===== src/mie_pkg.sv =====
// package for the modular inverse core
// holds the default width and the sequencer state type; no dependencies
`timescale 1ns / 1ps
`default_nettype none

package mie_pkg;

  localparam int unsigned WIDTH_DEF = 32;

  typedef enum logic [2:0] {
    ST_IDLE,
    ST_PREP,
    ST_CHECK,
    ST_DIV,
    ST_FINISH
  } mie_state_t;

endpackage

`default_nettype wire


===== src/mie_in_if.sv =====
// input channel of the modular inverse core: valid/ready and operands
// uses mie_pkg for the default width
`timescale 1ns / 1ps
`default_nettype none

interface mie_in_if #(
  parameter int unsigned WIDTH = mie_pkg::WIDTH_DEF
);
  logic                    valid;
  logic                    ready;
  logic [WIDTH-1:0]        modulus;
  logic signed [WIDTH:0]   value;

  modport source (output valid, output modulus, output value, input ready);
  modport sink   (input valid, input modulus, input value, output ready);
endinterface

`default_nettype wire


===== src/mie_out_if.sv =====
// result channel of the modular inverse core: valid/ready and results
// uses mie_pkg for the default width
`timescale 1ns / 1ps
`default_nettype none

interface mie_out_if #(
  parameter int unsigned WIDTH = mie_pkg::WIDTH_DEF
);
  logic             valid;
  logic             ready;
  logic             invertible;
  logic [WIDTH-1:0] inverse;
  logic [WIDTH-1:0] negated_inverse;

  modport source (output valid, output invertible, output inverse,
                  output negated_inverse, input ready);
  modport sink   (input valid, input invertible, input inverse,
                  input negated_inverse, output ready);
endinterface

`default_nettype wire


===== src/mie_div_unit.sv =====
// bit-serial restoring divider with a modular horner accumulator
// gives dividend % divisor and (quotient * mult) mod modulus; uses mie_pkg
`timescale 1ns / 1ps
`default_nettype none

module mie_div_unit #(
  parameter int unsigned WIDTH = mie_pkg::WIDTH_DEF
) (
  input  wire logic             clk,
  input  wire logic             rst_n,
  input  wire logic             start,
  input  wire logic [WIDTH:0]   dividend,
  input  wire logic [WIDTH-1:0] divisor,
  input  wire logic [WIDTH-1:0] mult,
  input  wire logic [WIDTH-1:0] modulus,
  output logic                  done,
  output logic [WIDTH-1:0]      rem,
  output logic [WIDTH-1:0]      acc
);

  localparam int unsigned CW = $clog2(WIDTH + 1);

  logic [WIDTH:0]   dvd_r;
  logic [WIDTH-1:0] dsr_r;
  logic [WIDTH-1:0] mul_r;
  logic [WIDTH-1:0] mod_r;
  logic [WIDTH-1:0] rem_r;
  logic [WIDTH-1:0] acc_r;
  logic [CW-1:0]    cnt_r;
  logic             busy_r;
  logic             done_r;

  logic [WIDTH:0]   rem_sh;
  logic [WIDTH+1:0] diff;
  logic             qbit;
  logic [WIDTH-1:0] rem_nxt;
  logic [WIDTH+1:0] hsum;
  logic [WIDTH+2:0] hsub1;
  logic [WIDTH+2:0] hsub2;
  logic [WIDTH-1:0] acc_nxt;
  logic             last;

  // one quotient bit per cycle, msb first
  always_comb begin
    rem_sh  = {rem_r, dvd_r[WIDTH]};
    diff    = {1'b0, rem_sh} - {2'b0, dsr_r};
    qbit    = ~diff[WIDTH+1];
    rem_nxt = qbit ? diff[WIDTH-1:0] : rem_sh[WIDTH-1:0];
  end

  // acc = 2*acc + qbit*mult, then bring below the modulus (sum stays under 3m)
  always_comb begin
    hsum  = {1'b0, acc_r, 1'b0} + (qbit ? {2'b0, mul_r} : {(WIDTH+2){1'b0}});
    hsub1 = {1'b0, hsum} - {3'b0, mod_r};
    hsub2 = {1'b0, hsum} - {2'b0, mod_r, 1'b0};
    priority if (!hsub2[WIDTH+2]) begin
      acc_nxt = hsub2[WIDTH-1:0];
    end else if (!hsub1[WIDTH+2]) begin
      acc_nxt = hsub1[WIDTH-1:0];
    end else begin
      acc_nxt = hsum[WIDTH-1:0];
    end
  end

  assign last = (cnt_r == CW'(WIDTH));

  always_ff @(posedge clk) begin
    if (!rst_n) begin
      busy_r <= 1'b0;
      done_r <= 1'b0;
      cnt_r  <= '0;
    end else begin
      done_r <= busy_r && last;
      if (start) begin
        busy_r <= 1'b1;
        cnt_r  <= '0;
      end else if (busy_r) begin
        cnt_r <= cnt_r + CW'(1);
        if (last) begin
          busy_r <= 1'b0;
        end
      end
    end
  end

  always_ff @(posedge clk) begin
    if (start) begin
      dvd_r <= dividend;
      dsr_r <= divisor;
      mul_r <= mult;
      mod_r <= modulus;
      rem_r <= '0;
      acc_r <= '0;
    end else if (busy_r) begin
      dvd_r <= {dvd_r[WIDTH-1:0], 1'b0};
      rem_r <= rem_nxt;
      acc_r <= acc_nxt;
    end
  end

  assign done = done_r;
  assign rem  = rem_r;
  assign acc  = acc_r;

endmodule

`default_nettype wire


===== src/modular_inverse_ext_euclid_core.sv =====
// top level of the modular inverse core: sequencer, euclid registers, result register
// uses mie_pkg, mie_in_if, mie_out_if and mie_div_unit
`timescale 1ns / 1ps
`default_nettype none

// Computes the inverse of value modulo modulus by the extended Euclidean
// algorithm, one item at a time. A negative value is first raised into
// 0..modulus-1; a non-negative value is used as given. The result gives
// invertible, the inverse in 0..modulus-1 and (modulus - inverse) mod modulus;
// both numbers are 0 when no inverse exists or modulus is 0. Each division
// runs on one bit-serial divider that also builds the quotient-times-coefficient
// product mod modulus as it goes. Each Euclid step is one division, and raising
// a negative value takes one more. in_ch.ready is high only when the core is
// idle; a finished result waits in the output register and the next item is
// taken meanwhile.
module modular_inverse_ext_euclid_core #(
  parameter int unsigned WIDTH = mie_pkg::WIDTH_DEF
) (
  input  wire logic clk,
  input  wire logic rst_n,
  mie_in_if.sink    in_ch,
  mie_out_if.source out_ch
);

  mie_pkg::mie_state_t state_r, state_nxt;

  logic [WIDTH-1:0] m_r, m_nxt;
  logic [WIDTH-1:0] a3_r, a3_nxt;
  logic [WIDTH-1:0] b3_r, b3_nxt;
  logic [WIDTH-1:0] a2_r, a2_nxt;
  logic [WIDTH-1:0] b2_r, b2_nxt;

  logic             out_valid_r, out_valid_nxt;
  logic             out_inv_ok_r, out_inv_ok_nxt;
  logic [WIDTH-1:0] out_inverse_r, out_inverse_nxt;
  logic [WIDTH-1:0] out_neg_r, out_neg_nxt;

  logic             div_start;
  logic [WIDTH:0]   div_dividend;
  logic [WIDTH-1:0] div_divisor;
  logic [WIDTH-1:0] div_mult;
  logic [WIDTH-1:0] div_modulus;
  logic             div_done;
  logic [WIDTH-1:0] div_rem;
  logic [WIDTH-1:0] div_acc;

  logic             in_fire;
  logic [WIDTH:0]   neg_mag;
  logic [WIDTH-1:0] one_mod_in;
  logic [WIDTH-1:0] one_mod_r;

  assign in_fire    = in_ch.valid && (state_r == mie_pkg::ST_IDLE);
  assign neg_mag    = ~in_ch.value + (WIDTH+1)'(1);
  assign one_mod_in = (in_ch.modulus == WIDTH'(1)) ? '0 : WIDTH'(1);
  assign one_mod_r  = (m_r == WIDTH'(1)) ? '0 : WIDTH'(1);

  mie_div_unit #(
    .WIDTH (WIDTH)
  ) u_div (
    .clk      (clk),
    .rst_n    (rst_n),
    .start    (div_start),
    .dividend (div_dividend),
    .divisor  (div_divisor),
    .mult     (div_mult),
    .modulus  (div_modulus),
    .done     (div_done),
    .rem      (div_rem),
    .acc      (div_acc)
  );

  always_comb begin
    state_nxt       = state_r;
    m_nxt           = m_r;
    a3_nxt          = a3_r;
    b3_nxt          = b3_r;
    a2_nxt          = a2_r;
    b2_nxt          = b2_r;
    out_valid_nxt   = out_valid_r && !out_ch.ready;
    out_inv_ok_nxt  = out_inv_ok_r;
    out_inverse_nxt = out_inverse_r;
    out_neg_nxt     = out_neg_r;
    div_start       = 1'b0;
    div_dividend    = {1'b0, a3_r};
    div_divisor     = b3_r;
    div_mult        = b2_r;
    div_modulus     = m_r;

    unique case (state_r)
      mie_pkg::ST_IDLE: begin
        if (in_fire) begin
          m_nxt = in_ch.modulus;
          if (in_ch.modulus == '0) begin
            // no inverse: b3 of zero makes the finish step give zeros
            b3_nxt    = '0;
            state_nxt = mie_pkg::ST_FINISH;
          end else if (in_ch.value[WIDTH]) begin
            // negative value: reduce its magnitude first
            div_start    = 1'b1;
            div_dividend = neg_mag;
            div_divisor  = in_ch.modulus;
            div_mult     = '0;
            div_modulus  = in_ch.modulus;
            state_nxt    = mie_pkg::ST_PREP;
          end else begin
            a3_nxt    = in_ch.modulus;
            b3_nxt    = in_ch.value[WIDTH-1:0];
            a2_nxt    = '0;
            b2_nxt    = one_mod_in;
            state_nxt = mie_pkg::ST_CHECK;
          end
        end
      end
      mie_pkg::ST_PREP: begin
        if (div_done) begin
          a3_nxt    = m_r;
          b3_nxt    = (div_rem == '0) ? '0 : m_r - div_rem;
          a2_nxt    = '0;
          b2_nxt    = one_mod_r;
          state_nxt = mie_pkg::ST_CHECK;
        end
      end
      mie_pkg::ST_CHECK: begin
        if (b3_r > WIDTH'(1)) begin
          div_start = 1'b1;
          state_nxt = mie_pkg::ST_DIV;
        end else begin
          state_nxt = mie_pkg::ST_FINISH;
        end
      end
      mie_pkg::ST_DIV: begin
        if (div_done) begin
          a3_nxt = b3_r;
          b3_nxt = div_rem;
          a2_nxt = b2_r;
          // (a2 - q*b2) mod m; the wrap of the w-bit sum lands in range
          b2_nxt = (a2_r >= div_acc) ? a2_r - div_acc : a2_r - div_acc + m_r;
          state_nxt = mie_pkg::ST_CHECK;
        end
      end
      mie_pkg::ST_FINISH: begin
        if (!out_valid_r || out_ch.ready) begin
          out_valid_nxt = 1'b1;
          if (b3_r == WIDTH'(1)) begin
            out_inv_ok_nxt  = 1'b1;
            out_inverse_nxt = b2_r;
            out_neg_nxt     = (b2_r == '0) ? '0 : m_r - b2_r;
          end else begin
            out_inv_ok_nxt  = 1'b0;
            out_inverse_nxt = '0;
            out_neg_nxt     = '0;
          end
          state_nxt = mie_pkg::ST_IDLE;
        end
      end
      default: begin
        state_nxt = mie_pkg::ST_IDLE;
      end
    endcase
  end

  always_ff @(posedge clk) begin
    if (!rst_n) begin
      state_r     <= mie_pkg::ST_IDLE;
      out_valid_r <= 1'b0;
    end else begin
      state_r     <= state_nxt;
      out_valid_r <= out_valid_nxt;
    end
  end

  always_ff @(posedge clk) begin
    m_r           <= m_nxt;
    a3_r          <= a3_nxt;
    b3_r          <= b3_nxt;
    a2_r          <= a2_nxt;
    b2_r          <= b2_nxt;
    out_inv_ok_r  <= out_inv_ok_nxt;
    out_inverse_r <= out_inverse_nxt;
    out_neg_r     <= out_neg_nxt;
  end

  assign in_ch.ready            = (state_r == mie_pkg::ST_IDLE);
  assign out_ch.valid           = out_valid_r;
  assign out_ch.invertible      = out_inv_ok_r;
  assign out_ch.inverse         = out_inverse_r;
  assign out_ch.negated_inverse = out_neg_r;

endmodule

`default_nettype wire


===== src/flat_wrapper.sv =====
// flat-port wrapper written by rule: the top's interface ports become plain ports
module modular_inverse_ext_euclid_core_flat 
#(
  parameter int unsigned WIDTH = mie_pkg::WIDTH_DEF
)
  (clk, rst_n, in_ch_valid, in_ch_modulus, in_ch_value, in_ch_ready, out_ch_valid, out_ch_invertible, out_ch_inverse, out_ch_negated_inverse, out_ch_ready);
  mie_in_if #(.WIDTH(WIDTH)) in_ch_i ();
  mie_out_if #(.WIDTH(WIDTH)) out_ch_i ();
  input  wire logic clk;
  input  wire logic rst_n;
  input wire logic [$bits(in_ch_i.valid)-1:0] in_ch_valid;
  input wire logic [$bits(in_ch_i.modulus)-1:0] in_ch_modulus;
  input wire logic [$bits(in_ch_i.value)-1:0] in_ch_value;
  output wire logic [$bits(in_ch_i.ready)-1:0] in_ch_ready;
  output wire logic [$bits(out_ch_i.valid)-1:0] out_ch_valid;
  output wire logic [$bits(out_ch_i.invertible)-1:0] out_ch_invertible;
  output wire logic [$bits(out_ch_i.inverse)-1:0] out_ch_inverse;
  output wire logic [$bits(out_ch_i.negated_inverse)-1:0] out_ch_negated_inverse;
  input wire logic [$bits(out_ch_i.ready)-1:0] out_ch_ready;
  assign in_ch_i.valid = in_ch_valid;
  assign in_ch_i.modulus = in_ch_modulus;
  assign in_ch_i.value = in_ch_value;
  assign in_ch_ready = in_ch_i.ready;
  assign out_ch_valid = out_ch_i.valid;
  assign out_ch_invertible = out_ch_i.invertible;
  assign out_ch_inverse = out_ch_i.inverse;
  assign out_ch_negated_inverse = out_ch_i.negated_inverse;
  assign out_ch_i.ready = out_ch_ready;
  modular_inverse_ext_euclid_core #(.WIDTH(WIDTH)) u_core (.clk(clk), .rst_n(rst_n), .in_ch(in_ch_i), .out_ch(out_ch_i));
endmodule

===== config.mk =====
export PLATFORM = sky130hd
export DESIGN_NAME = modular_inverse_ext_euclid_core_flat
export DESIGN_NICKNAME = d
export VERILOG_FILES = /design/src/mie_pkg.sv /design/src/mie_in_if.sv /design/src/mie_out_if.sv /design/src/mie_div_unit.sv /design/src/modular_inverse_ext_euclid_core.sv /design/src/flat_wrapper.sv
export SDC_FILE = /design/constraint.sdc
export NUM_CORES = 1
export LEC_CHECK = 0
export BUFFER_PORTS_ARGS = -buffer_cell sky130_fd_sc_hd__buf_2
export CAP_MARGIN = 20
export CORE_MARGIN = 3
export CORE_UTILIZATION = 43
export DETAILED_ROUTE_END_ITERATION = 12
export PLACE_DENSITY_LB_ADDON = 0.1
export RECOVER_POWER = 25
export SKIP_CTS_REPAIR_TIMING = 1
export SYNTH_ARGS = -nofsm -noshare
export SYNTH_HDL_FRONTEND = slang
export SYNTH_SLANG_ARGS = --single-unit

===== constraint.sdc =====
create_clock -name clk -period 22.4 [get_ports clk]
set_input_delay 1.12 -clock clk [delete_from_list [all_inputs] [get_ports clk]]
set_output_delay 1.12 -clock clk [all_outputs]
set_load 0.005 [all_outputs]

==> results.md, run 1 <==
- Status: finished, violations left
- Failing checks: capacitance limit, slew limit
- Register share of total power: 0.219
- Initial core utilization: 0.436
- Total GRT Usage: 0.279
- Wire per inst: 24.0 um
- Final wirelength: 110 mm
- Top cell by count, worst path: o21ai_1
- Initial DRC Count: 2,680
- Register area: 0.0122 mm^2
- Worst Reg-to-Reg Cells: 34
- Die height: 276 um
- PD cells: 147 mW/mm^2
- R2r setup slk: 12,700 ps
- Sw Pwr: 2.36 mW
- Number of buffers created by CTS: 51
- Internal: 2.76 mW
- Core Region: 0.0720 mm^2
- Fin. Hold Viols: 0
- Clk_skew: 22.0 ps
- Critical-path top delay cell: o211a_1
- CTS tree: built
- Largest Register: u_core.u_div.dvd_r
- Fillers: 6,865
- HP Class: flip-flop to flip-flop
- Initial DRT Pass Iterations: 5
- Final setup viols: 0
- Later-pin clock latency in the skew report: 610 ps
- Post-synthesis register bit count: 430
- Post-route DRC: 0
- Ports: 136
- Port bufs: 135
- Clk pwr share: 0.176
- DR vias/cell: 5.96
- Max-slew violation count: 285
- Worst-path clk slew: 60 ps
- Count of different cell masters after synthesis: 97
- First-pass GRT wire length: 165 mm
- Sequential fraction of the synthesis area: 0.387
- Fmax achieved: 0.103 GHz
- Synthesized instance count: 3,483
- CP endpoint: u_core.u_div.acc[19]$_SDFFE_PP0P_
- Reg2Reg Launch Point: u_core.u_div.dsr_r[1]$_DFFE_PP_
- Critical setup path kind: flip-flop to flip-flop
- Primary FF master, synth: edfxtp_1
- Startpoint Class: flip-flop
- Net count, final: 3,913
- Setup TNS: 0 ps
- Syn Area/Cell: 9.02 um^2
- Req. time, crit path: 22,910 ps
- Largest net degree at the start of global routing: 87
- Routability cong.: 0.953
- Fin crit share: 0.433
- Multi-input gate area: 0.0180 mm^2
- Worst rel slew slack: -1.64
- Sw Ratio: 0.461
- Post-synth EDFFs: 354
- H-tree depth: 2
- CTS root buffer: clkbuf_16
- Slowest Stage Delay on Critical Path: 730 ps
- Ys async rst share: 0
- Vias: 27,259
- Worst-path fanout max: 32
- Die Area: 0.0763 mm^2
- Antenna violations before repair: 4
- Layout Utilization: 0.483
- Reg2reg end: u_core.u_div.acc[19]$_SDFFE_PP0P_
- Die span in x: 276 um
- # clock sinks: 430
- Syn Nets: 3,815
- Max-cap violations: 5
- Cell Rows: 98
- # diodes: 0
- Vias in the first global route: 26,391
- Setup ws final: 12,700 ps
- Hold path cells: 2
- Max reg flops: 33
- Share of cells above drive strength 1: 0.0665
- CTS max path bufs: 3
- Worst setup path startpoint: u_core.u_div.dsr_r[1]$_DFFE_PP_
- Kind of end point of the critical path: flip-flop
- Leakage: 14.5 nW
- Remaining global-route overflow: 0
- Setup slack at placement: 12,820 ps
- Synth Cell Area: 0.0314 mm^2
- VDD IR max: 0.0000872 V
- Post-DRT Antenna Nets: 0
- Synth Warn #: 0
- Minimum clock period: 9700 ps
- Area grow syn2layout: 10.7%
- Slew @ Worst Pin: 3970 ps
- CP Data Arrival Time: 10,210 ps
- Most frequent cells in the layout: edfxtp_1 (354), nor2_1 (347), nand2_1 (337), a21oi_1 (308), ha_1 (255)
- Detail Placement HPWL: 84.5 mm
- Commonest non-fill, non-tap cell in the layout: edfxtp_1
- Comb pwr share: 0.605
- RSZ-0062 raised after global routing: false
## kinds of logic after synthesis
kind of cell	share of synthesized area
fa+ha+maj	0.107
compound gates	0.200
flops	0.387
mux	0.0274
xor+xnor	0.0655
buf+inv	0.0432
simple gates	0.170
## worst min-delay path by stage
stage,start,to
after floorplan,u_core.u_div.acc[12]$_SDFFE_PP0P_,u_core.u_div.acc[12]$_SDFFE_PP0P_
after global placement,u_core.u_div.cnt_r[5]$_SDFFE_PP0P_,u_core.u_div.cnt_r[5]$_SDFFE_PP0P_
after detailed placement,u_core.u_div.dvd_r[23]$_DFFE_PP_,u_core.u_div.dvd_r[24]$_DFFE_PP_
after CTS,u_core.u_div.dvd_r[23]$_DFFE_PP_,u_core.u_div.dvd_r[24]$_DFFE_PP_
after global routing,u_core.u_div.dvd_r[23]$_DFFE_PP_,u_core.u_div.dvd_r[24]$_DFFE_PP_
final,u_core.u_div.dvd_r[23]$_DFFE_PP_,u_core.u_div.dvd_r[24]$_DFFE_PP_
## power by group through the flow
stage	clock network, mW	logic (mW)	registers (mW)
after floorplan	0	2.34	1.08
after global placement	0	3.00	1.14
after detailed placement	0	3.03	1.14
after CTS	0.916	3.06	1.12
after global routing	0.949	3.42	1.13
final	0.901	3.10	1.12
## stage by stage
step | std cells | power, mW | area [um^2] | hold WS (ps)
3_3_place_gp | 4477 | 4.14 | 33100 | 506
6_report | 4574 | 5.13 | 34800 | 530
2_1_floorplan | 3483 | 3.43 | 31400 | 465
5_1_grt | 4574 | 5.50 | 34800 | 552
4_1_cts | 4573 | 5.09 | 34900 | 532
3_5_place_dp | 4477 | 4.17 | 33100 | 517
## synth_stat cells (all sizes together), types with 34 or more instances
library cell | instances | area share
nand3 | 45 | 0.0072
xnor2 | 138 | 0.038
clkbuf | 98 | 0.012
a211oi | 60 | 0.015
a22oi | 34 | 0.0081
dfxtp | 76 | 0.048
nor4 | 53 | 0.011
o21a | 38 | 0.0091
nand2b | 39 | 0.0078
inv | 225 | 0.027
nor2b | 71 | 0.014
nand2 | 339 | 0.041
nor2 | 350 | 0.042
mux2i | 78 | 0.025
a21o | 123 | 0.029
o21ai | 233 | 0.037
edfxtp | 354 | 0.34
a21oi | 311 | 0.050
and3 | 55 | 0.011
ha | 255 | 0.10
xor2 | 97 | 0.027
nor3 | 53 | 0.0086
## worst max-delay path, delay by kind of cell (launching register included)
family,cells,cell delay [ps]
buffers and inverters,3,410
AOI/OAI and AO/OA,20,5540
adders and majority gates,4,1220
xor gates and xnor gates,1,330
DFF,1,380
and+or+nand+nor,6,1670
## layout make-up
type / instances / share of cell area
multi-input combinational: 2704 / 0.516
sequential: 430 / 0.349
clock buffer: 62 / 0.0397
tap: 950 / 0.0342
inverter: 226 / 0.0245
timing repair buffer: 168 / 0.0235
clock inverter: 34 / 0.0123
## per-layer routing
metal,vias up,wire (um),GRT usage
li1,12886,-,-
met1,13278,50100,0.394
met2,934,49100,0.445
met3,161,7560,0.0426
met4,0,3200,0.0769
met5,-,0,0
No activity file was read; power rests on OpenSTA's default activity.
==> run 2, diff against run 1 <==
==> constraint.sdc (replaced) <==
create_clock -name clk -period 9.2 [get_ports clk]
set_input_delay 0.46 -clock clk [delete_from_list [all_inputs] [get_ports clk]]
set_output_delay 0.46 -clock clk [all_outputs]
set_load 0.005 [all_outputs]
==> run 2 against run 1 <==
- the flow still finishes with violations (capacitance limit, slew limit)
- clock-buffer cell count stayed put
- fmax is 13% higher
- cell area is 0.22% higher
- critical path type unchanged
- critical endpoint is now u_core.u_div.acc[9]$_SDFFE_PP0P_
- largest cell class unchanged
- largest power group unchanged
==> results.md, run 2 (synthesis results as in run 1) <==
- Status: finished, violations left
- Failing checks: capacitance limit, slew limit
- Vias in the first global route: 26,498 (+0.41%)
- Largest net degree at the start of global routing: 85 (-2.3%)
- Slew @ Worst Pin: 3890 ps (-80.8 ps)
- RSZ-0062 raised after global routing: false
- CTS max path bufs: 3 (unchanged)
- Critical setup path kind: flip-flop to flip-flop
- Max-cap violations: 3 (-2)
- Post-DRT Antenna Nets: 0 (unchanged)
- Grt met3 use: 0.0423 (-0.000338)
- Initial core utilization: 0.436 (unchanged)
- Initial DRT Pass Iterations: 6 (+1)
- Vias: 27,415 (+0.57%)
- R2r setup slk: 600 ps (-12,110 ps)
- Reg2Reg Launch Point: u_core.u_div.dsr_r[1]$_DFFE_PP_
- Non-filler instance count after layout: 4,580 (+0.13%)
- Clk_skew: 29.4 ps (+7.32 ps)
- Number of buffers created by CTS: 49 (-3.9%)
- Req. time, crit path: 9630 ps (-13,280 ps)
- Global-route layer with the greatest usage: met2
- Antenna violations before repair: 10 (+6)
- Commonest non-fill, non-tap cell in the layout: edfxtp_1
- Placed Cells: 4,482 (+0.11%)
- Worst-path clk slew: 60 ps (about the same)
- Core Region: 0.0720 mm^2 (unchanged)
- Setup TNS: 0 ps (unchanged)
- Later-pin clock latency in the skew report: 610 ps (about the same)
- CTS root buffer: clkbuf_16
- Leakage: 14.6 nW (+0.36%)
- Post-route DRC: 0 (unchanged)
- Layout Utilization: 0.484 (+0.00106)
- DR vias/cell: 5.99 (+0.44%)
- Detail Placement HPWL: 84.9 mm (+0.42%)
- Worst Reg-to-Reg Cells: 34 (unchanged)
- Max-slew violation count: 176 (-38%)
- Area grow syn2layout: 11.0%
- Wire per inst: 24.0 um (-0.30%)
- # clock sinks: 430 (unchanged)
- Cell Rows: 98 (unchanged)
- HP Class: input port to flip-flop
- Met2 GRT Util: 0.446 (+0.00134)
- Largest Register: u_core.u_div.dvd_r
- Ports: 136 (unchanged)
- Initial DRC Count: 2,655 (-0.93%)
- Routability cong.: 0.971 (+1.9%)
- CP Data Arrival Time: 9030 ps (-1180 ps)
- Fin crit share: 0.935 (+0.502)
- Setup ws final: 599 ps (-12,110 ps)
- Die Area: 0.0763 mm^2 (unchanged)
- Net count, final: 3,920 (+0.18%)
- Top cell by count, worst path: o21ai_1
- First-pass GRT wire length: 164 mm (-0.60%)
- Die height: 276 um (unchanged)
- Remaining global-route overflow: 0 (unchanged)
- Most frequent cells in the layout: edfxtp_1 (354), nor2_1 (345), nand2_1 (336), a21oi_1 (308), ha_1 (255)
- Slowest Stage Delay on Critical Path: 610 ps (-120 ps)
- M1 GR Usage: 0.386 (-0.00732)
- Final setup viols: 0 (unchanged)
- Worst setup path startpoint: u_core.u_div.dsr_r[1]$_DFFE_PP_
- Die span in x: 276 um (unchanged)
- Hold path cells: 1 (-1)
- Fin. Hold Viols: 0 (unchanged)
- Critical-path top delay cell: a2111oi_4
- Final wirelength: 110 mm (-0.17%)
- Worst-path fanout max: 30 (-6.3%)
- Total GRT Usage: 0.277 (-0.00189)
- Fmax achieved: 0.116 GHz (+13%)
- Kind of end point of the critical path: flip-flop
- Minimum clock period: 8600 ps (-1090 ps)
- Fillers: 6,844 (-0.31%)
- Max reg flops: 33 (unchanged)
- Startpoint Class: flip-flop
- H-tree depth: 2 (unchanged)
- Worst rel slew slack: -1.59 (+0.0538)
- CTS tree: built
- CP endpoint: u_core.u_div.acc[9]$_SDFFE_PP0P_
- Pwr Total: 12.6 mW (+150%)
- Port bufs: 135 (unchanged)
- VDD IR max: 0.000231 V (+170%)
- Reg2reg end: u_core.u_div.acc[9]$_SDFFE_PP0P_
- PD cells: 362 mW/mm^2 (+150%)
- Share of cells above drive strength 1: 0.0695 (+0.00298)
- Setup slack at placement: 206 ps (-12,610 ps)
[run 2: cell count changes in the layout (fill, tap and decap cells not counted), moves of 2 or more]
cell        before  now
nor2_2           1    3
bufinv_16        9   11
clkinvlp_4       5    2
buf_4           27   37
clkbuf_16       52   49
nor2_1         347  345
buf_6            0    2
clkinv_2         9    6
diode_2          0    3
[run 2: through the flow]
stage / hold slack, ps / cell area, um^2
6_report: 130 / 34900
5_1_grt: 134 / 34800
4_1_cts: 41.9 / 34800
3_5_place_dp: 521 / 33100
3_3_place_gp: 510 / 33100
2_1_floorplan: 465 / 31400
[run 2: worst max-delay path, delay by kind of cell (launching register included)]
kind	cells	cell delay, ps
flops	1	420
xor+xnor	1	190
buf+inv	3	610
compound gates	22	5140
simple gates	5	1110
fa+ha+maj	3	910
[run 2: power breakdown]
part           total [mW]  switching [mW]  internal, mW
Sequential           2.73           0.292          2.44
Combinational        7.74            4.69          3.04
Clock                2.16           0.837          1.32
[run 2: worst min path at each step]
stage	startpoint	end	slack [ps]
after floorplan	u_core.u_div.acc[12]$_SDFFE_PP0P_	u_core.u_div.acc[12]$_SDFFE_PP0P_	460
after global placement	u_core.u_div.cnt_r[5]$_SDFFE_PP0P_	u_core.u_div.cnt_r[5]$_SDFFE_PP0P_	510
after detailed placement	u_core.u_div.dvd_r[1]$_DFFE_PP_	u_core.u_div.dvd_r[2]$_DFFE_PP_	520
after CTS	in_ch_modulus[11]	u_core.m_r[11]$_DFFE_PP_	40
after global routing	in_ch_modulus[11]	u_core.m_r[11]$_DFFE_PP_	130
final	in_ch_modulus[11]	u_core.m_r[11]$_DFFE_PP_	130
[run 2: cell type report]
type | instances | area, um^2 | area share
clock inverter | 28 | 425 | 0.0122
tap | 950 | 1190 | 0.0341
timing repair buffer | 177 | 903 | 0.0259
inverter | 226 | 853 | 0.0245
antenna | 3 | 7.51 | 0.000215
clock buffer | 62 | 1320 | 0.0377
sequential | 430 | 12200 | 0.349
multi-input combinational | 2704 | 18000 | 0.517
[run 2: metal layers]
metal,share of wire,vias to the layer above
met4,0.032,2
met3,0.073,185
li1,-,12898
met1,0.44,13307
met5,0.000091,-
met2,0.45,1023
